$ cat config.mk
export PLATFORM = sky130hd
export DESIGN_NAME = v3n_divide
export DESIGN_NICKNAME = d
export VERILOG_FILES = /design/src/rtl/v3n_pkg.sv /design/src/rtl/v3n_divide.sv
export SDC_FILE = /design/constraint.sdc
export NUM_CORES = 2
export LEC_CHECK = 0
export BUFFER_PORTS_ARGS = -buffer_cell sky130_fd_sc_hd__buf_2
export CAP_MARGIN = 20
export CORE_MARGIN = 4
export CORE_UTILIZATION = 58
export CTS_CLUSTER_DIAMETER = 150
export DETAILED_ROUTE_END_ITERATION = 10
export PLACE_DENSITY = 0.77
export SYNTH_ARGS = -nofsm -noshare
export SYNTH_HDL_FRONTEND = slang
export SYNTH_SLANG_ARGS = --single-unit
$ cat constraint.sdc
create_clock -name clk -period 3.4 [get_ports clk]
set_input_delay 0.34 -clock clk [delete_from_list [all_inputs] [get_ports clk]]
set_output_delay 0.34 -clock clk [all_outputs]
set_load 0.05 [all_outputs]
$ cat src/rtl/v3n_pkg.sv
// ----------------------------------------------------------------------------
// v3n_pkg: shared constants for the vector normalizer
// Holds the fixed output formats of the normalizer: the Q1.14 unit
// components, the quotient width and the saturating length field.
// ----------------------------------------------------------------------------
`default_nettype none

package v3n_pkg;

    localparam int UNIT_FRACTION = 14;
    localparam int QUOT_W        = UNIT_FRACTION + 1;
    localparam int UNIT_W        = 16;
    localparam int LENGTH_W      = 16;
    localparam int LANES         = 3;

    localparam logic [LENGTH_W-1:0] LENGTH_MAX = '1;

endpackage

`default_nettype wire

$ cat src/rtl/v3n_divide.sv
// ----------------------------------------------------------------------------
// v3n_divide: pipelined three-lane divider
// Restoring division of each component magnitude by the length, one
// quotient bit per register stage, giving the Q1.14 magnitude.
// ----------------------------------------------------------------------------
`default_nettype none

module v3n_divide #(
    parameter int COMP_W = 16
) (
    input  wire logic                                          clk,
    input  wire logic                                          rst_n,
    input  wire logic                                          en,
    input  wire logic                                          in_valid,
    input  wire logic [COMP_W-1:0]                             len_in,
    input  wire logic [v3n_pkg::LANES-1:0][COMP_W-1:0]         mag,
    input  wire logic [v3n_pkg::LANES-1:0]                     neg_in,
    output logic                                               out_valid,
    output logic [COMP_W-1:0]                                  len_out,
    output logic [v3n_pkg::LANES-1:0][v3n_pkg::QUOT_W-1:0]     quot,
    output logic [v3n_pkg::LANES-1:0]                          neg_out
);
    import v3n_pkg::*;

    logic [LANES-1:0][COMP_W-1:0] rem_w   [0:QUOT_W];
    logic [LANES-1:0][QUOT_W-1:0] quot_w  [0:QUOT_W];
    logic [COMP_W-1:0]            len_w   [0:QUOT_W];
    logic [LANES-1:0]             neg_w   [0:QUOT_W];
    logic                         valid_w [0:QUOT_W];

    assign rem_w[0]   = mag;
    assign quot_w[0]  = '0;
    assign len_w[0]   = len_in;
    assign neg_w[0]   = neg_in;
    assign valid_w[0] = in_valid;

    for (genvar k = 0; k < QUOT_W; k++)
    begin : g_stage
        logic [LANES-1:0][COMP_W:0]   rem_sh;
        logic [LANES-1:0]             ge;
        logic [LANES-1:0][COMP_W-1:0] rem_next;
        logic [LANES-1:0][QUOT_W-1:0] quot_next;
        logic [LANES-1:0][COMP_W-1:0] rem_reg;
        logic [LANES-1:0][QUOT_W-1:0] quot_reg;
        logic [COMP_W-1:0]            len_reg;
        logic [LANES-1:0]             neg_reg;
        logic                         valid_reg;

        always_comb
        begin
            for (int i = 0; i < LANES; i++)
            begin
                if (k == 0)
                begin
                    rem_sh[i] = {1'b0, rem_w[k][i]};
                end
                else
                begin
                    rem_sh[i] = {rem_w[k][i], 1'b0};
                end
                ge[i]        = (rem_sh[i] >= {1'b0, len_w[k]});
                rem_next[i]  = ge[i] ? COMP_W'(rem_sh[i] - {1'b0, len_w[k]})
                                     : rem_sh[i][COMP_W-1:0];
                quot_next[i] = {quot_w[k][i][QUOT_W-2:0], ge[i]};
            end
        end

        always_ff @(posedge clk or negedge rst_n)
        begin
            if (!rst_n)
            begin
                valid_reg <= 1'b0;
            end
            else if (en)
            begin
                valid_reg <= valid_w[k];
            end
        end

        always_ff @(posedge clk)
        begin
            if (en)
            begin
                rem_reg  <= rem_next;
                quot_reg <= quot_next;
                len_reg  <= len_w[k];
                neg_reg  <= neg_w[k];
            end
        end

        assign rem_w[k+1]   = rem_reg;
        assign quot_w[k+1]  = quot_reg;
        assign len_w[k+1]   = len_reg;
        assign neg_w[k+1]   = neg_reg;
        assign valid_w[k+1] = valid_reg;
    end

    assign out_valid = valid_w[QUOT_W];
    assign len_out   = len_w[QUOT_W];
    assign quot      = quot_w[QUOT_W];
    assign neg_out   = neg_w[QUOT_W];

endmodule

`default_nettype wire

**After elaboration in Yosys (flattened, before gate mapping)**

Index checks and enable logic that the tools add are counted.

- Add/sub/neg operators: 42
- Magnitude comparators: 45
- Mux-type cells: 42

Operators by type and width:

| kind | number |
|---|---|
| $ge A17 B16 Y1 | 42 |
| $mux W16 | 42 |
| $sub A16 B16 Y16 | 42 |
| $ge A16 B16 Y1 | 3 |

- Bits in registers: 1,332
- Input port bits: 71
- Output and inout bits: 65
- Logic and storage cells: 300

**Longest topological paths before layout**

- Depth in word-level cells: 2
- Mapped depth: 12
- Depth with buffers taken out: 11

**Worst setup path after synthesis**

No wires, ideal clock.

- Path kind: reg2reg
- Start point: register g_stage[2].len_reg[1]
- End point: register g_stage[3].rem_reg[25] (netlist name), data pin
- Setup time: 260 ps
- Arrival: 3,015 ps
- Data required time: 3,140 ps
- Setup slack: 124 ps
- Cell stages (with the launch flop): 12
- Period minus slack after synthesis: 3,276 ps
- Cell sequence: edfxtp_1 inv_1 ha_1 nor2b_1 o21ai_2 a21o_1 a21oi_2 o311a_1 o41a_4 o41ai_4 buf_6 mux2_4

RTL lines:

| element | line | RTL |
|---|---|---|
| start, declared | v3n_divide.sv:45 | `logic [COMP_W-1:0] len_reg;` |
| start signal, assigned | v3n_divide.sv:86 | `len_reg <= len_w[k];` |
| end signal, assigned | v3n_divide.sv:84 | `rem_reg <= rem_next;` |
| end, declared | v3n_divide.sv:43 | `logic [LANES-1:0][COMP_W-1:0] rem_reg;` |

==> run_results.csv <==
group,metric,value,unit
outcome,status,"completed",
setup_path,r2r_slack,110,ps
clock_network,cts_root_buffer,"clkbuf_16",
synthesis,ys.flop_type,"edfxtp_1",
grt,grt_max_degree,127,
synthesis,syn_nets,7689,
placed_design,pre_cts_slack,-42.8,ps
timing,fin_crit_sh,0.968,
detailed_routing,vias_per_cell,6.11,
timing,skew,44.5,ps
timing,final_hold_viol_count,0,
synthesis,postSynth.asyncResetShare,0.0113,
detailed_routing,wirelength,212000,um
timing,tightest_slew,912,ps
synthesis,ys_warn_count,0,
setup_path,cp.arrival,3840,ps
floorplanning,io_pins,136,
setup_path,startpoint_type,"register",
synthesis,yosys-top-cells-count,"edfxtp_1, ha_1, nor2_1",
detailed_routing,dr.pass1.iters,6,
synthesis,netlist_instances,6859,
synthesis,synth_top_family_by_area,"compound AO/OA/AOI/OAI gates",
synthesis,muxShareOfSynthArea,0.0676,
timing,finalSetupTns,0,ps
placed_design,place_congestion,0.958,
synthesis,synth-seq-area-share,0.499,
synthesis,yosys.cell_types.count,89,
timing,fmax,0.304,GHz
placed_design,placed_area,84600,um2
clock_network,numCtsBuffers,146,
floorplanning,rows,135,
synthesis,synth-simple-area-share,0.0992,
power,power_density,995,nW/um2
floorplanning,die_w,379,um
synthesis,synthAdderAreaFrac,0.123,
synthesis,synth_area_leader_cell,"edfxtp_1",
layout,fin_area,90400,um2
floorplanning,dieArea,144000,um2
layout,largest_reg_flops,624,
clock_network,cts_tree,"yes",
floorplanning,start_util,0.587,
synthesis,yosys-top-cells-area,"edfxtp_1, ha_1, mux2_2",
clock_network,cts_buffer_depth,3,
placed_design,portBuffers,135,
power,irDropWorstVdd,0.000566,V
placed_design,dp_hpwl,165000,um
grt,grt_overflow,0,
clock_network,insertion_delay,820,ps
power,p_leak,36.0,nW
timing,setup_viol,0,
synthesis,synth_compound_area_frac,0.135,
floorplanning,fp.dieH,379,um
timing,slew_headroom,0.377,
hold_path,hold_depth,3,
synthesis,synth-seq-cells,1332,
synthesis,synth_top_area_share,0.495,
setup_path,r2r_cells,11,
detailed_routing,vias,56500,
detailed_routing,drt.antenna.violating_nets,0,
grt,grt_pass1_vias,55200,
synthesis,synth_edf_count,1317,
setup_path,crit_required,3950,ps
floorplanning,coreArea,136000,um2
synthesis,syn_area,79900,um2
power,power,89.9,mW
hold_path,hold_class,"in -> reg",
grt,grt_pass1_wl,322000,um
synthesis,avgSynthCellArea,11.7,um2
grt,globalRouteTotalUtil,0.293,
detailed_routing,drtIter0Drc,4972,
timing,setup_slack,110,ps
clock_network,htree_num_levels,4,
layout,fin_nets,8186,
grt,antenna_found_initial,6,
setup_path,cp_max_fo,16,
setup_path,path_class,"reg -> reg",
layout,drive_gt1_frac,0.149,
detailed_routing,drc_errors,0,
synthesis,synth_xor_area_frac,0.0500,
detailed_routing,avgRoutedWirePerCell,22.9,um
clock_network,cts.clk_slew.worst_paths,60,ps
layout,syn_to_final_growth,13.0,%
timing,min_period,3290,ps
timing,timing_max_transition_violations_final,0,
setup_path,critPathCaptureType,"register",
flow_run,drv_cap,0,
clock_network,cts.sinks,1332,
synthesis,yosysMostFrequentCell,"edfxtp_1",
[final timing paths]
path,from,endpoint
setup / recovery,g_stage[2].len_reg[1],g_stage[3].rem_reg[18]
hold / removal,mag[17],g_stage[0].rem_reg[17]
min in group asynchronous,rst_n,g_stage[13].valid_reg
hold reg to reg,g_stage[7].quot_reg[6],g_stage[8].quot_reg[7]
max in group asynchronous,rst_n,g_stage[0].valid_reg
setup reg to reg,g_stage[2].len_reg[1],g_stage[3].rem_reg[18]
[layer usage]
metal,up-vias,track usage,part of all wire
li1,26900,-,-
met1,27200,0.366,0.40
met2,1909,0.505,0.49
met3,502,0.0374,0.052
met4,8,0.144,0.055
met5,-,0,0.00026
[cell families after synthesis]
group / Yosys count
AOI/OAI and AO/OA: 1652
xor gates and xnor gates: 456
adders and majority gates: 759
buffers and inverters: 538
DFF: 1332
muxes: 484
and+or+nand+nor: 1638
[critical path, cell delays in order (launching register included)]
cell and delay [ps]:
edfxtp_1 410, inv_1 130, ha_1 250, nor2b_1 140, o21ai_2 140, a21o_1 160
a21oi_2 70, o311a_1 400, o41a_4 410, o41ai_4 350, buf_12 210, mux2_2 360
[report_power, final]
| group | internal [mW] | total [mW] | switching [mW] |
|---|---|---|---|
| logic | 20.4 | 44.0 | 23.6 |
| registers | 25.7 | 29.9 | 4.16 |
| clock network | 9.05 | 16.0 | 7.00 |
| total | 55.2 | 89.9 | 34.8 |
[stage by stage]
step / hold WS, ps / utilization / std cells
2_1_floorplan: 44.4 / - / 6859
3_3_place_gp: 249 / 0.621 / 8919
3_5_place_dp: 264 / 0.622 / 8920
4_1_cts: 9.35 / 0.663 / 9250
5_1_grt: 20.4 / 0.664 / 9252
6_report: 29.5 / 0.664 / 9253
[layout make-up]
cell class,instances,area [um2]
antenna,1,2.50
clock buffer,159,3700
clock inverter,104,1220
fill,10300,45800
inverter,452,1700
multi-input combinational,4989,38100
sequential,1332,39900
tap,1781,2230
timing repair buffer,435,3460
[repair_timing]
item	in CTS	in global routing
endpoints found under the hold margin	80	0
pin swaps	0	4
endpoints found under the setup margin	13	189
hold buffers	67	0
buffers inserted	0	2
resized for setup	1	26
[placed cells by master, fill, tap and decap left out, types with 143 or more instances in the layout]
| cell | instances |
|---|---|
| xor2_1 | 143 |
| a21oi_1 | 470 |
| xnor2_1 | 313 |
| o21ai_0 | 336 |
| buf_4 | 203 |
| nor2b_1 | 143 |
| inv_1 | 451 |
| ha_1 | 717 |
| nand2_1 | 390 |
| edfxtp_1 | 1317 |
| mux2_2 | 422 |
| nor2_1 | 496 |
| clkbuf_16 | 146 |
Power figures use the tool's default switching activity.
