[config.mk]
export PLATFORM = sky130hd
export DESIGN_NAME = v3n_sqrt
export DESIGN_NICKNAME = d
export VERILOG_FILES = /design/src/rtl/v3n_sqrt.sv
export SDC_FILE = /design/constraint.sdc
export NUM_CORES = 1
export LEC_CHECK = 0
export ABC_AREA = 1
export BUFFER_PORTS_ARGS = -buffer_cell sky130_fd_sc_hd__buf_2
export CAP_MARGIN = 0
export CORE_MARGIN = 2
export CORE_UTILIZATION = 28
export DETAILED_ROUTE_END_ITERATION = 8
export PLACE_DENSITY_LB_ADDON = 0.12
export SLEW_MARGIN = 20
export SYNTH_ARGS = -nofsm -noshare
export SYNTH_HDL_FRONTEND = slang
export SYNTH_SLANG_ARGS = --single-unit
[constraint.sdc]
create_clock -name clk -period 2.8 [get_ports clk]
set_input_delay 0.42 -clock clk [delete_from_list [all_inputs] [get_ports clk]]
set_output_delay 0.42 -clock clk [all_outputs]
set_load 0.02 [all_outputs]
[src/rtl/v3n_sqrt.sv]
// ----------------------------------------------------------------------------
// v3n_sqrt: pipelined integer square root
// Digit-by-digit square root that settles one root bit per register stage
// and carries a sideband word alongside each item.
// ----------------------------------------------------------------------------
`default_nettype none

module v3n_sqrt #(
    parameter int ROOT_W = 17,
    parameter int SIDE_W = 51
) (
    input  wire logic                  clk,
    input  wire logic                  rst_n,
    input  wire logic                  en,
    input  wire logic                  in_valid,
    input  wire logic [2*ROOT_W-1:0]   radicand,
    input  wire logic [SIDE_W-1:0]     side_in,
    output logic                       out_valid,
    output logic [ROOT_W-1:0]          root,
    output logic [SIDE_W-1:0]          side_out
);

    logic [2*ROOT_W-1:0] rad_w   [0:ROOT_W];
    logic [ROOT_W+1:0]   rem_w   [0:ROOT_W];
    logic [ROOT_W-1:0]   root_w  [0:ROOT_W];
    logic [SIDE_W-1:0]   side_w  [0:ROOT_W];
    logic                valid_w [0:ROOT_W];

    assign rad_w[0]   = radicand;
    assign rem_w[0]   = '0;
    assign root_w[0]  = '0;
    assign side_w[0]  = side_in;
    assign valid_w[0] = in_valid;

    for (genvar k = 0; k < ROOT_W; k++)
    begin : g_stage
        logic [ROOT_W+1:0]   rem_sh;
        logic [ROOT_W+1:0]   trial;
        logic                ge;
        logic [2*ROOT_W-1:0] rad_next;
        logic [ROOT_W+1:0]   rem_next;
        logic [ROOT_W-1:0]   root_next;
        logic [2*ROOT_W-1:0] rad_reg;
        logic [ROOT_W+1:0]   rem_reg;
        logic [ROOT_W-1:0]   root_reg;
        logic [SIDE_W-1:0]   side_reg;
        logic                valid_reg;

        always_comb
        begin
            rem_sh    = {rem_w[k][ROOT_W-1:0], rad_w[k][2*ROOT_W-1 -: 2]};
            trial     = {root_w[k], 2'b01};
            ge        = (rem_sh >= trial);
            rem_next  = ge ? rem_sh - trial : rem_sh;
            root_next = {root_w[k][ROOT_W-2:0], ge};
            rad_next  = {rad_w[k][2*ROOT_W-3:0], 2'b00};
        end

        always_ff @(posedge clk or negedge rst_n)
        begin
            if (!rst_n)
            begin
                valid_reg <= 1'b0;
            end
            else if (en)
            begin
                valid_reg <= valid_w[k];
            end
        end

        always_ff @(posedge clk)
        begin
            if (en)
            begin
                rad_reg  <= rad_next;
                rem_reg  <= rem_next;
                root_reg <= root_next;
                side_reg <= side_w[k];
            end
        end

        assign rad_w[k+1]   = rad_reg;
        assign rem_w[k+1]   = rem_reg;
        assign root_w[k+1]  = root_reg;
        assign side_w[k+1]  = side_reg;
        assign valid_w[k+1] = valid_reg;
    end

    assign out_valid = valid_w[ROOT_W];
    assign root      = root_w[ROOT_W];
    assign side_out  = side_w[ROOT_W];

endmodule

`default_nettype wire

## Yosys cells after proc, flatten, opt, wreduce, memory -nomap -nowiden

Cells that the tools add are included.

- Flip-flop bits (word level): 1567

- $add $sub $neg: 16
- Order comparisons: 17
- Muxes and demuxes: 16

Operators with widths:

| kind | number |
|---|---|
| $mux 17 | 15 |
| $ge 19x10->1 | 1 |
| $ge 19x11->1 | 1 |
| $ge 19x12->1 | 1 |
| $ge 19x13->1 | 1 |
| $ge 19x14->1 | 1 |
| $ge 19x15->1 | 1 |
| $ge 19x16->1 | 1 |
| $ge 19x17->1 | 1 |
| $ge 19x18->1 | 1 |
| $ge 19x3->1 | 1 |
| $ge 19x4->1 | 1 |
| $ge 19x5->1 | 1 |
| $ge 19x6->1 | 1 |
| $ge 19x7->1 | 1 |
| $ge 19x8->1 | 1 |
| $ge 19x9->1 | 1 |
| $sub 17x10->17 | 1 |
| $sub 17x11->17 | 1 |
| $sub 17x12->17 | 1 |
| $sub 17x13->17 | 1 |
| $sub 17x14->17 | 1 |
| $sub 17x15->17 | 1 |
| $sub 17x16->17 | 1 |
| other kinds (11) | 11 |

## Logic depth before layout (Yosys ltp)

- Depth after elaboration: 2
- Gate-level depth with buffers: 14

## Least setup slack after synthesis

Ideal clock, no wire load.

- Kind: register to register
- Start point: register g_stage[3].rem_reg[2]
- End point: register g_stage[4].rem_reg[7] (data pin)
- Arrival time: 1.664 ns
- Required time: 2.545 ns
- Setup slack: 0.881 ns
- Stages on the path, launching flop included: 11
- Buffers on the path: 1
- Period minus slack after synthesis: 1.919 ns
- Path through: edfxtp_1 -> ha_1 -> a21oi_1 -> nor2_1 -> nor2_1 -> nand2_1 -> nor2_1 -> nand2_2 -> buf_4 -> o21ai_0 -> inv_1

- Cells in the longest elaborated chain, start to end: 2

RTL lines:

| item | line | text |
|---|---|---|
| start: declaration | 44 | `logic [ROOT_W+1:0] rem_reg;` |
| start signal: assignment | 76 | `rem_reg <= rem_next;` |
| $ge 19x6->1 | 53 | `ge = (rem_sh >= trial);` |
| via g_stage[4].ge | 39 | `logic ge;` |
| $mux 17 | 54 | `rem_next = ge ? rem_sh - trial : rem_sh;` |
| via g_stage[4].rem_next[7] | 41 | `logic [ROOT_W+1:0] rem_next;` |
| end signal: assignment | 76 |  |
| end: declaration | 44 |  |

The timed path passes the listed nets, and every way through them passes these cells.
A chain may end at the register's enable or synchronous reset.

## Worst setup path in the final report

- Start point: register g_stage[12].root_reg[11]
- End point: register g_stage[13].rem_reg[12] (data pin)

- Cells in the longest elaborated chain, start to end: 2

RTL lines:

| item | line | text |
|---|---|---|
| start: declaration | 45 | `logic [ROOT_W-1:0] root_reg;` |
| start signal: assignment | 77 | `root_reg <= root_next;` |
| $ge 19x15->1 | 53 |  |
| $mux 17 | 54 |  |
| via g_stage[13].rem_next[12] | 41 |  |
| end signal: assignment | 76 |  |
| end: declaration | 44 |  |

The timed path passes the listed nets, and every way through them passes these cells.

==> out/results.ini <==
[run_status]
status = finished clean

[critical_path]
cp-end-kind = flop
r2r_start = g_stage[12].root_reg[11]
rrSetupSlack_ps = 340
critPathRequiredTime_ps = 3450
cp.arrival_ps = 3120
r2r-end = g_stage[13].rem_reg[12]
r2r.worst_path.cells = 10
cp-start-kind = flop
cp_max_fo = 18
crit_type = flop to flop

[grt]
antenna_found_initial = 2
track_usage_pct = 10.81
grt_pass1_vias = 34020
grt_pass1_wl_um = 191800
grt_start_max_net_pins = 96
grt-ovfl-total = 0

[yosys]
synth_edf_count = 1546
synthArstFlopShare_pct = 1.088
synth_top_area_share_pct = 74.74
synth_area_leaders = edfxtp_1 (75%), nand2_1 (7.4%), inv_1 (4.1%), ha_1 (3.4%), nand3_1 (1.6%)
synth.ff_latch_count = 1563
ys_seq_area_share_pct = 75.42
synth_cells = 4704
synth_flop_cell = edfxtp_1
ys_warn_count = 0
synth.distinct_cells = 47
netlist_area_um2 = 62120
syn_nets = 4963
avgSynthCellArea_um2 = 13.21
synth_top_cell_by_area = edfxtp_1

[route]
drt_wl_total_um = 121700
drt_first_iter_violations = 1691
firstDrtPassIters = 5
drc = 0
routedWlPerCell_um = 14.67
vias = 33820
ant_nets = 0
vias_per_cell = 4.077

[final_layout]
regArea_um2 = 46850
design_area_um2 = 74000
nets = 5448
largest_reg_flops = 816
n_fill_cell = 21730
drive_above_1_share_pct = 10.98
multi_input_area_um2 = 12350
area_growth_pct = 19.12

[power_and_ir_drop]
leakage_nw = 29.85
vdd_drop_max_v = 0.0005021
power_density_nw_per_um2 = 774.9
power_mw = 57.34

[cts]
root_buffer = clkbuf_16
clk_pin_slew_ps = 60
cts_num_sinks = 1563
cts_tree = yes
clk_path_buf_depth = 3
clock_latency_ps = 800
htree_levels = 4
post_cts_buffers = 0
numCtsBuffers = 178

[sta]
fin_skew_ps = 44.60
maxSlewViolCount = 0
period_share_pct = 88.02
rsz0062_at_grt = false
tns_ps = 0
setup_viol = 0
max_freq_mhz = 405.7
maxSlewHeadroom_pct = 50.37
finalHoldViolCount = 0
tightest_slew_ps = 742.0
min_period_ps = 2465

[floorplan]
rows = 172
start_util_pct = 28.22
pin_count = 158
fp.dieArea_um2 = 225600
fp.coreArea_um2 = 220200
fp.dieH_um = 475.0
die_w_um = 475.0

[placed_design]
gp_congestion = 0.7992
hpwl_um = 83080
port_buffers = 157
dpl_cell_area_um2 = 67420

[worst_hold_path]
hold_end = g_stage[0].rad_reg[21]
hp-class = input port to flop
min-delay-start = radicand[19]
whs_path_depth = 2

[run]
cap_violations = 0

critical path, stage by stage (launching register included):
cell and delay [ps]:
edfxtp_1 520, inv_1 80, ha_1 390, nand2_1 120, inv_1 120, nand3_2 110
nor2_4 130, nand4_4 280, nand3_4 360, nand2_1 90, nand2_1 140
layout by cell type (no fill, tap or decap), drive strengths merged, types with 91 or more instances in the layout:
| cell | instances |
|---|---|
| nor2 | 240 |
| buf | 256 |
| ha | 170 |
| inv | 710 |
| edfxtp | 1546 |
| dlygate4sd3 | 91 |
| nand4 | 100 |
| a21oi | 128 |
| nand3 | 218 |
| clkbuf | 230 |
| nand2 | 1241 |
what timing repair did:
item | 4_1_cts | 5_1_grt
gates resized for setup | 0 | 1
hold buffers | 91 | 0
endpoints found under the setup margin | 0 | 7
hold endpoints to repair | 105 | 0
metal layers:
| layer | share of wire, % | wire length, um | vias to the layer above | GRT usage, % |
|---|---|---|---|---|
| met5 | 0 | 0 | - | 0 |
| met2 | 47 | 57170 | 465 | 17.66 |
| li1 | - | - | 17080 | - |
| met1 | 46 | 56540 | 16050 | 14.21 |
| met3 | 3.6 | 4392 | 218 | 2.187 |
| met4 | 2.9 | 3581 | 0 | 3.826 |
worst max-delay path by stage:
| stage | startpoint | to | slack, ps | cells past startpoint |
|---|---|---|---|---|
| after global routing | g_stage[4].rem_reg[1] | g_stage[5].rem_reg[8] | 80 | 9 |
| after floorplan | g_stage[3].rem_reg[2] | g_stage[4].rem_reg[7] | 880 | 10 |
| after detailed placement | g_stage[13].rem_reg[1] | g_stage[14].rem_reg[10] | 140 | 9 |
| after CTS | g_stage[13].rem_reg[1] | g_stage[14].rem_reg[9] | 150 | 9 |
| after global placement | g_stage[13].rem_reg[8] | g_stage[14].rem_reg[1] | 150 | 9 |
| final | g_stage[12].root_reg[11] | g_stage[13].rem_reg[12] | 340 | 10 |
where the power goes:
| group | internal [mW] | switching [mW] |
|---|---|---|
| Sequential | 28.0 | 0.822 |
| Clock | 13.0 | 9.39 |
| Combinational | 2.09 | 4.06 |
| Total | 43.1 | 14.3 |
metrics by stage:
stage | utilization (%) | worst slack, ps | std cells | hold slack, ps
2_1_floorplan | - | 880.9 | 4704 | 124.4
6_report | 33.61 | 335.4 | 8294 | 322.8
3_3_place_gp | 30.62 | 147.0 | 7876 | 360.4
3_5_place_dp | 30.62 | 142.5 | 7876 | 371.6
5_1_grt | 33.61 | 83.32 | 8294 | 254.2
4_1_cts | 33.61 | 154.7 | 8293 | 219.7
kinds of logic after synthesis:
family,share of synthesized area (%)
other cells,0.006037
mux,0.01813
buf+inv,4.699
compound gates,1.956
fa+ha+maj,3.424
xor+xnor,1.283
simple gates,13.19
flops,75.42
Yosys cell counts, types with 3 or more instances:
cell,count
a21oi_1,126
and2_1,4
and3_1,5
buf_2,18
buf_4,7
buf_6,8
clkbuf_1,6
dfrtp_1,17
edfxtp_1,1546
ha_1,170
inv_1,686
inv_2,17
nand2_1,1226
nand2_2,12
nand2_4,3
nand3_1,204
nand3_2,11
nand3_4,3
nand3b_1,29
nand4_1,99
nor2_1,224
nor2_2,10
nor2_4,6
nor3_1,41
nor3_2,8
o211ai_1,3
o21a_1,4
o21ai_0,72
o21ai_1,11
o21bai_1,8
or2_2,7
xnor2_1,24
xor2_1,67
layout make-up:
type | instances | area share (%)
flip-flops and latches | 1563 | 63.31
well taps | 2958 | 5.002
clock inverters | 96 | 1.250
inverters | 703 | 3.566
diodes | 1 | 0.003382
clock buffers | 230 | 6.397
repair buffers | 347 | 3.774
multi-input cells | 2396 | 16.69
Note: power is estimated with default switching activity, not from simulation.
