--- config.mk ---
export PLATFORM = sky130hd
export DESIGN_NAME = v3n_square
export DESIGN_NICKNAME = d
export VERILOG_FILES = /design/src/rtl/v3n_pkg.sv /design/src/rtl/v3n_square.sv
export SDC_FILE = /design/constraint.sdc
export NUM_CORES = 2
export LEC_CHECK = 0
export BUFFER_PORTS_ARGS = -buffer_cell sky130_fd_sc_hd__buf_2
export CAP_MARGIN = 10
export CORE_ASPECT_RATIO = 0.75
export CORE_MARGIN = 3
export CORE_UTILIZATION = 55
export DETAILED_ROUTE_END_ITERATION = 6
export GPL_ROUTABILITY_DRIVEN = 0
export PLACE_DENSITY = 0.76
export SLEW_MARGIN = 10
export SYNTH_ARGS = -nofsm -noshare
export SYNTH_HDL_FRONTEND = slang
export SYNTH_SLANG_ARGS = --single-unit
--- constraint.sdc ---
create_clock -name clk -period 5.94 [get_ports clk]
set_input_delay 0.297 -clock clk [delete_from_list [all_inputs] [get_ports clk]]
set_output_delay 0.297 -clock clk [all_outputs]
set_load 0.02 [all_outputs]
--- src/rtl/v3n_pkg.sv ---
// ----------------------------------------------------------------------------
// v3n_pkg: shared constants for the vector normalizer
// Holds the fixed output formats of the normalizer: the Q1.14 unit
// components, the quotient width and the saturating length field.
// ----------------------------------------------------------------------------
`default_nettype none

package v3n_pkg;

    localparam int UNIT_FRACTION = 14;
    localparam int QUOT_W        = UNIT_FRACTION + 1;
    localparam int UNIT_W        = 16;
    localparam int LENGTH_W      = 16;
    localparam int LANES         = 3;

    localparam logic [LENGTH_W-1:0] LENGTH_MAX = '1;

endpackage

`default_nettype wire

--- src/rtl/v3n_square.sv ---
// ----------------------------------------------------------------------------
// v3n_square: magnitude, square and sum front end
// Three register stages: component magnitudes and signs, the three squares,
// and their exact sum.
// ----------------------------------------------------------------------------
`default_nettype none

module v3n_square #(
    parameter int COMP_W = 16
) (
    input  wire logic                                     clk,
    input  wire logic                                     rst_n,
    input  wire logic                                     en,
    input  wire logic                                     in_valid,
    input  wire logic signed [COMP_W-1:0]                 comp_x,
    input  wire logic signed [COMP_W-1:0]                 comp_y,
    input  wire logic signed [COMP_W-1:0]                 comp_z,
    output logic                                          out_valid,
    output logic [2*COMP_W+1:0]                           sum,
    output logic [v3n_pkg::LANES-1:0][COMP_W-1:0]         mag,
    output logic [v3n_pkg::LANES-1:0]                     neg
);
    import v3n_pkg::*;

    logic [LANES-1:0][COMP_W-1:0]   comp_all;
    logic [LANES-1:0][COMP_W-1:0]   mag1_next;
    logic [LANES-1:0]               neg1_next;
    logic [LANES-1:0][COMP_W-1:0]   mag1_reg;
    logic [LANES-1:0]               neg1_reg;
    logic [LANES-1:0][2*COMP_W-1:0] sq2_next;
    logic [LANES-1:0][2*COMP_W-1:0] sq2_reg;
    logic [LANES-1:0][COMP_W-1:0]   mag2_reg;
    logic [LANES-1:0]               neg2_reg;
    logic [2*COMP_W+1:0]            sum3_next;
    logic [2*COMP_W+1:0]            sum3_reg;
    logic [LANES-1:0][COMP_W-1:0]   mag3_reg;
    logic [LANES-1:0]               neg3_reg;
    logic [2:0]                     valid_reg;

    assign comp_all = {comp_z, comp_y, comp_x};

    always_comb
    begin
        for (int i = 0; i < LANES; i++)
        begin
            neg1_next[i] = comp_all[i][COMP_W-1];
            mag1_next[i] = comp_all[i][COMP_W-1] ? COMP_W'(0) - comp_all[i] : comp_all[i];
            sq2_next[i]  = (2*COMP_W)'(mag1_reg[i]) * (2*COMP_W)'(mag1_reg[i]);
        end
        sum3_next = (2*COMP_W+2)'(sq2_reg[0]) + (2*COMP_W+2)'(sq2_reg[1])
                  + (2*COMP_W+2)'(sq2_reg[2]);
    end

    always_ff @(posedge clk or negedge rst_n)
    begin
        if (!rst_n)
        begin
            valid_reg <= '0;
        end
        else if (en)
        begin
            valid_reg <= {valid_reg[1:0], in_valid};
        end
    end

    always_ff @(posedge clk)
    begin
        if (en)
        begin
            mag1_reg <= mag1_next;
            neg1_reg <= neg1_next;
            sq2_reg  <= sq2_next;
            mag2_reg <= mag1_reg;
            neg2_reg <= neg1_reg;
            sum3_reg <= sum3_next;
            mag3_reg <= mag2_reg;
            neg3_reg <= neg2_reg;
        end
    end

    assign out_valid = valid_reg[2];
    assign sum       = sum3_reg;
    assign mag       = mag3_reg;
    assign neg       = neg3_reg;

endmodule

`default_nettype wire

Word-level counts from Yosys, hierarchy flattened
Cells that the tools add are included.
Storage, ports and cells
  output and inout bits: 86
  register bits: 286
  bits in read-only memories: 0
  bits in latches: 0
  input bits: 52
  word-level logic and storage cells: 31
  RAM bits: 0
  memories: 0
Cells by class
  magnitude comparators: 0
  add/sub/neg operators: 5
  equal/unequal tests: 0
  bitwise logic cells: 0
  multipliers: 3
  reductions and logical operators: 0
  shift-type cells: 0
  div/mod/pow operators: 0
  multiplexer cells: 3
Operator list (number)
  16-bit by 16-bit multiplier with 32-bit output: 3
  1-bit by 16-bit subtractor with 16-bit output (first input constant): 3
  15-bit 2-to-1 mux: 3
  33-bit by 32-bit adder with 34-bit output: 1
  32-bit by 32-bit adder with 33-bit output: 1

Longest topological paths before layout
  depth in word-level cells: 2
  gate-level depth with buffers: 24
  depth with buffers taken out: 22

Worst setup path after synthesis
Ideal clock, no wire load.
  path kind: reg2reg
  from: register mag1_reg[33] (netlist name)
  to: register sq2_reg[93] (netlist name) (data pin)
  data required time: 5.684 ns
  buffers on the path: 3
  library setup time: 0.256 ns
  path slack: -0.147 ns
  arrival time: 5.831 ns
  stages on the path, launching flop included: 21
  period minus slack after synthesis: 6.087 ns
  path through: edfxtp_1 > clkbuf_1 > clkbuf_1 > nand2_1 > fa_1 > fa_1 > inv_1 > fa_1 > fa_1 > fa_1 > inv_1 > fa_1 > inv_1 > ha_1 > clkbuf_1 > a211oi_1 > o2111ai_2 > a41oi_2 > a21oi_2 > or4_1 > and4_1
RTL lines
  from (decl): RTL line v3n_square.sv:28  | logic [LANES-1:0][COMP_W-1:0] mag1_reg;
  from (signal assigned): RTL line v3n_square.sv:70  | mag1_reg <= mag1_next;
  to (signal assigned): RTL line v3n_square.sv:72  | sq2_reg <= sq2_next;
  to (decl): RTL line v3n_square.sv:31  | logic [LANES-1:0][2*COMP_W-1:0] sq2_reg;

==> flow_metrics.py <==
metrics = {
    "sta": {
        "largest_clock_skew_in_the_final_design_ns": 0.03118,
        "setup_viol": 0,
        "final.period_utilization_pct": 99.33,
        "rsz0062_at_grt": "true",
        "timing_worst_slew_pin_value_ns": 0.8123,
        "slew_violations": 0,
        "timing.slew.headroom_pct": 45.85,
        "final_hold_viol_count": 0,
        "maxClockFrequency_mhz": 169.5,
        "minimum_clock_period_after_layout_ns": 5.900,
    },
    "flow_run": {
        "maxCapViolations": 0,
    },
    "outcome": {
        "status": "finished, final reports clean",
    },
    "global_route": {
        "grt_pass1_vias": 24332,
        "grt_util_all_layers_pct": 23.68,
        "number_of_antenna_violations_at_the_first_check_in_global_routing": 0,
        "global_route_wire_length_before_repair_um": 122800,
        "largest_net_degree_at_the_start_of_global_routing": 130,
        "globalRoute.totalOverflow": 0,
    },
    "routing": {
        "viasPerCell": 5.342,
        "num_vias": 23978,
        "detail_route.wirelength_um": 76950,
        "remaining_number_of_nets_flagged_by_the_antenna_check_after_routing": 0,
        "drc": 0,
        "drt_iter0_drc": 1731,
        "wire_length_per_cell_after_detailed_routing_um": 17.14,
        "drt-pass1-iter-count": 6,
    },
    "logic_synthesis": {
        "yosys_warnings": 0,
        "postSynth.topFlopCell": "edfxtp_1",
        "synth-edff-count": 277,
        "yosys.cell_types.count": 74,
        "synth.top_cells.by_area": "fa_1, edfxtp_1, ha_1, inv_1, nand2_1",
        "yosys.area.top_type": "fa_1",
        "synth_seq_area_share_pct": 24.82,
        "netlist.area_leader.share_pct": 30.66,
        "yosys_register_bits": 280,
        "synthCells": 3274,
        "avgSynthCellArea_um2": 10.33,
        "synth-async-reset-ratio_pct": 1.071,
        "synth_area_um2": 33820,
    },
    "floorplanning": {
        "die_width_um": 292.3,
        "chipHeight_um": 220.8,
        "dieArea_um2": 64530,
        "floorplan.io_pins": 138,
        "placement_rows": 78,
        "effective_utilization_at_floorplan_pct": 55.80,
        "design.core.area_um2": 60610,
    },
    "finish": {
        "nNetsFinal": 4572,
        "utilization_pct": 65.64,
        "drive_gt1_share_pct": 19.25,
        "fillers": 4481,
        "mostFrequentLayoutCell": "inv_1",
        "area_delta_synth_final_pct": 17.63,
        "largest_register_ffs": 93,
        "antenna-diode-count": 0,
        "most_frequent_cells_in_the_layout": "inv_1, fa_1, ha_1",
    },
    "worst_setup_path": {
        "required_ns": 6.23,
        "critical_path.max_fanout": 4,
        "worst-r2r-setup-slack_ns": 0.04,
        "crit_path_start_kind": "register",
        "endpoint_kind": "register",
        "cp_data_arrival_time_ns": 6.19,
        "critPathKind": "reg -> reg",
    },
    "clocking": {
        "ctsLongestPathBuffers": 3,
        "clock_pin_slew_on_the_worst_setup_and_hold_paths_ns": 0.06,
        "cts_inserted_buffers": 34,
        "clkSinkCount": 280,
        "h-tree-depth": 2,
        "cts_root_buf": "clkbuf_16",
        "cts_tree": "done",
        "clk-insertion-delay-late_ns": 0.58,
    },
    "place": {
        "port_buffers": 137,
        "place.detailed.hpwl_um": 59870,
    },
    "hold_path": {
        "min-delay-path-class": "in -> reg",
    },
}
## per-layer routing
metal	part of all wire [%]	wire length (µm)	global-route usage (%)	vias up
li1	-	-	-	11179
met1	45	34500	34.83	11918
met2	46	35580	37.06	767
met3	7.2	5512	4.295	114
met4	1.8	1350	5.279	0
met5	0	0	0	-
## worst max-delay path, cell delays in order, from the launching register on
cell,delay [ns]
edfxtp_1,0.47
buf_6,0.18
and2_4,0.16
fa_1,0.47
inv_1,0.05
fa_1,0.51
inv_1,0.06
fa_1,0.49
inv_1,0.05
fa_1,0.50
inv_2,0.04
fa_1,0.52
inv_2,0.05
fa_1,0.52
inv_2,0.05
ha_4,0.29
nand2_4,0.07
nor2_4,0.13
o311ai_2,0.15
a21oi_2,0.24
a41oi_2,0.14
buf_4,0.18
o31ai_4,0.25
xor2_1,0.09
## per-stage QoR
stage / hold slack (ns) / cell area [µm²] / setup slack, ns / cells / TNS [ns]
3_5_place_dp: 0.09806 / 36900 / -0.09243 / 4344 / -0.5850
5_1_grt: 0.01696 / 39780 / -0.1390 / 4489 / -2.077
2_1_floorplan: 0.001409 / 33840 / -0.01598 / 3276 / -0.01598
6_report: 0.03822 / 39780 / 0.03974 / 4489 / 0
3_3_place_gp: 0.09288 / 36900 / -0.03468 / 4344 / -0.04034
4_1_cts: 0.008165 / 38270 / -0.003701 / 4416 / -0.003701
## synthesized netlist by cell type, types with 4 or more instances
| cell | count |
|---|---|
| a2111oi_0 | 5 |
| a211o_1 | 5 |
| a211oi_1 | 16 |
| a21o_1 | 48 |
| a21oi_1 | 112 |
| a221oi_1 | 4 |
| a31o_2 | 8 |
| a31oi_1 | 19 |
| and2_1 | 129 |
| and3_1 | 12 |
| and4_1 | 5 |
| clkbuf_1 | 89 |
| edfxtp_1 | 277 |
| fa_1 | 518 |
| ha_1 | 337 |
| inv_1 | 777 |
| mux2_2 | 7 |
| mux2i_1 | 5 |
| nand2_1 | 297 |
| nand2b_1 | 16 |
| nand3_1 | 26 |
| nand4_1 | 15 |
| nor2_1 | 103 |
| nor2b_1 | 21 |
| nor3_1 | 25 |
| nor4_1 | 5 |
| o211ai_1 | 11 |
| o21a_1 | 18 |
| o21ai_0 | 70 |
| o21bai_1 | 19 |
| o22ai_1 | 6 |
| o31ai_1 | 14 |
| o41ai_1 | 5 |
| or2_2 | 10 |
| or3_1 | 8 |
| or4_1 | 7 |
| xnor2_1 | 124 |
| xor2_1 | 44 |
## cell families after synthesis
| logic type | Yosys count | synth area share (%) |
|---|---|---|
| other | 1 | 0.01109 |
| adders and majority gates | 855 | 43.13 |
| xor gates and xnor gates | 168 | 4.351 |
| buffers and inverters | 868 | 9.660 |
| AOI/OAI and AO/OA | 400 | 7.902 |
| muxes | 12 | 0.3811 |
| and+or+nand+nor | 690 | 9.748 |
| DFF | 280 | 24.82 |
## final timing paths
check                                        from                       end  cells past startpoint
min in group asynchronous                   rst_n  valid_reg[2]$_DFFE_PN0P_                      2
setup / recovery           mag1_reg[26]$_DFFE_PP_     sq2_reg[62]$_DFFE_PP_                     23
hold / removal                          comp_x[5]     mag1_reg[5]$_DFFE_PP_                      2
setup reg to reg           mag1_reg[26]$_DFFE_PP_     sq2_reg[62]$_DFFE_PP_                     23
hold reg to reg             neg2_reg[2]$_DFFE_PP_          neg[2]$_DFFE_PP_                      0
max in group asynchronous                   rst_n  valid_reg[1]$_DFFE_PN0P_                      2
## layout make-up
class	count	area [µm²]	share of cell area (%)
Clock buffer	37	883.3	2.220
Multi-Input combinational cell	2128	23050	57.94
Tap cell	800	1001	2.516
Sequential cell	280	8393	21.10
Clock inverter	23	291.5	0.7328
Inverter	777	2919	7.337
Timing Repair Buffer	444	3244	8.155
## what timing repair did
item | in CTS | in global routing
endpoints found under the hold margin | 7 | 0
setup buffers | 7 | 75
hold buffers | 5 | 0
endpoints found under the setup margin | 21 | 42
gates cloned | 0 | 1
pin swaps | 15 | 130
gates resized for setup | 28 | 239
Power is not shown: default switching activity piles up to over one toggle a cycle in this logic, so the estimate is an artifact.
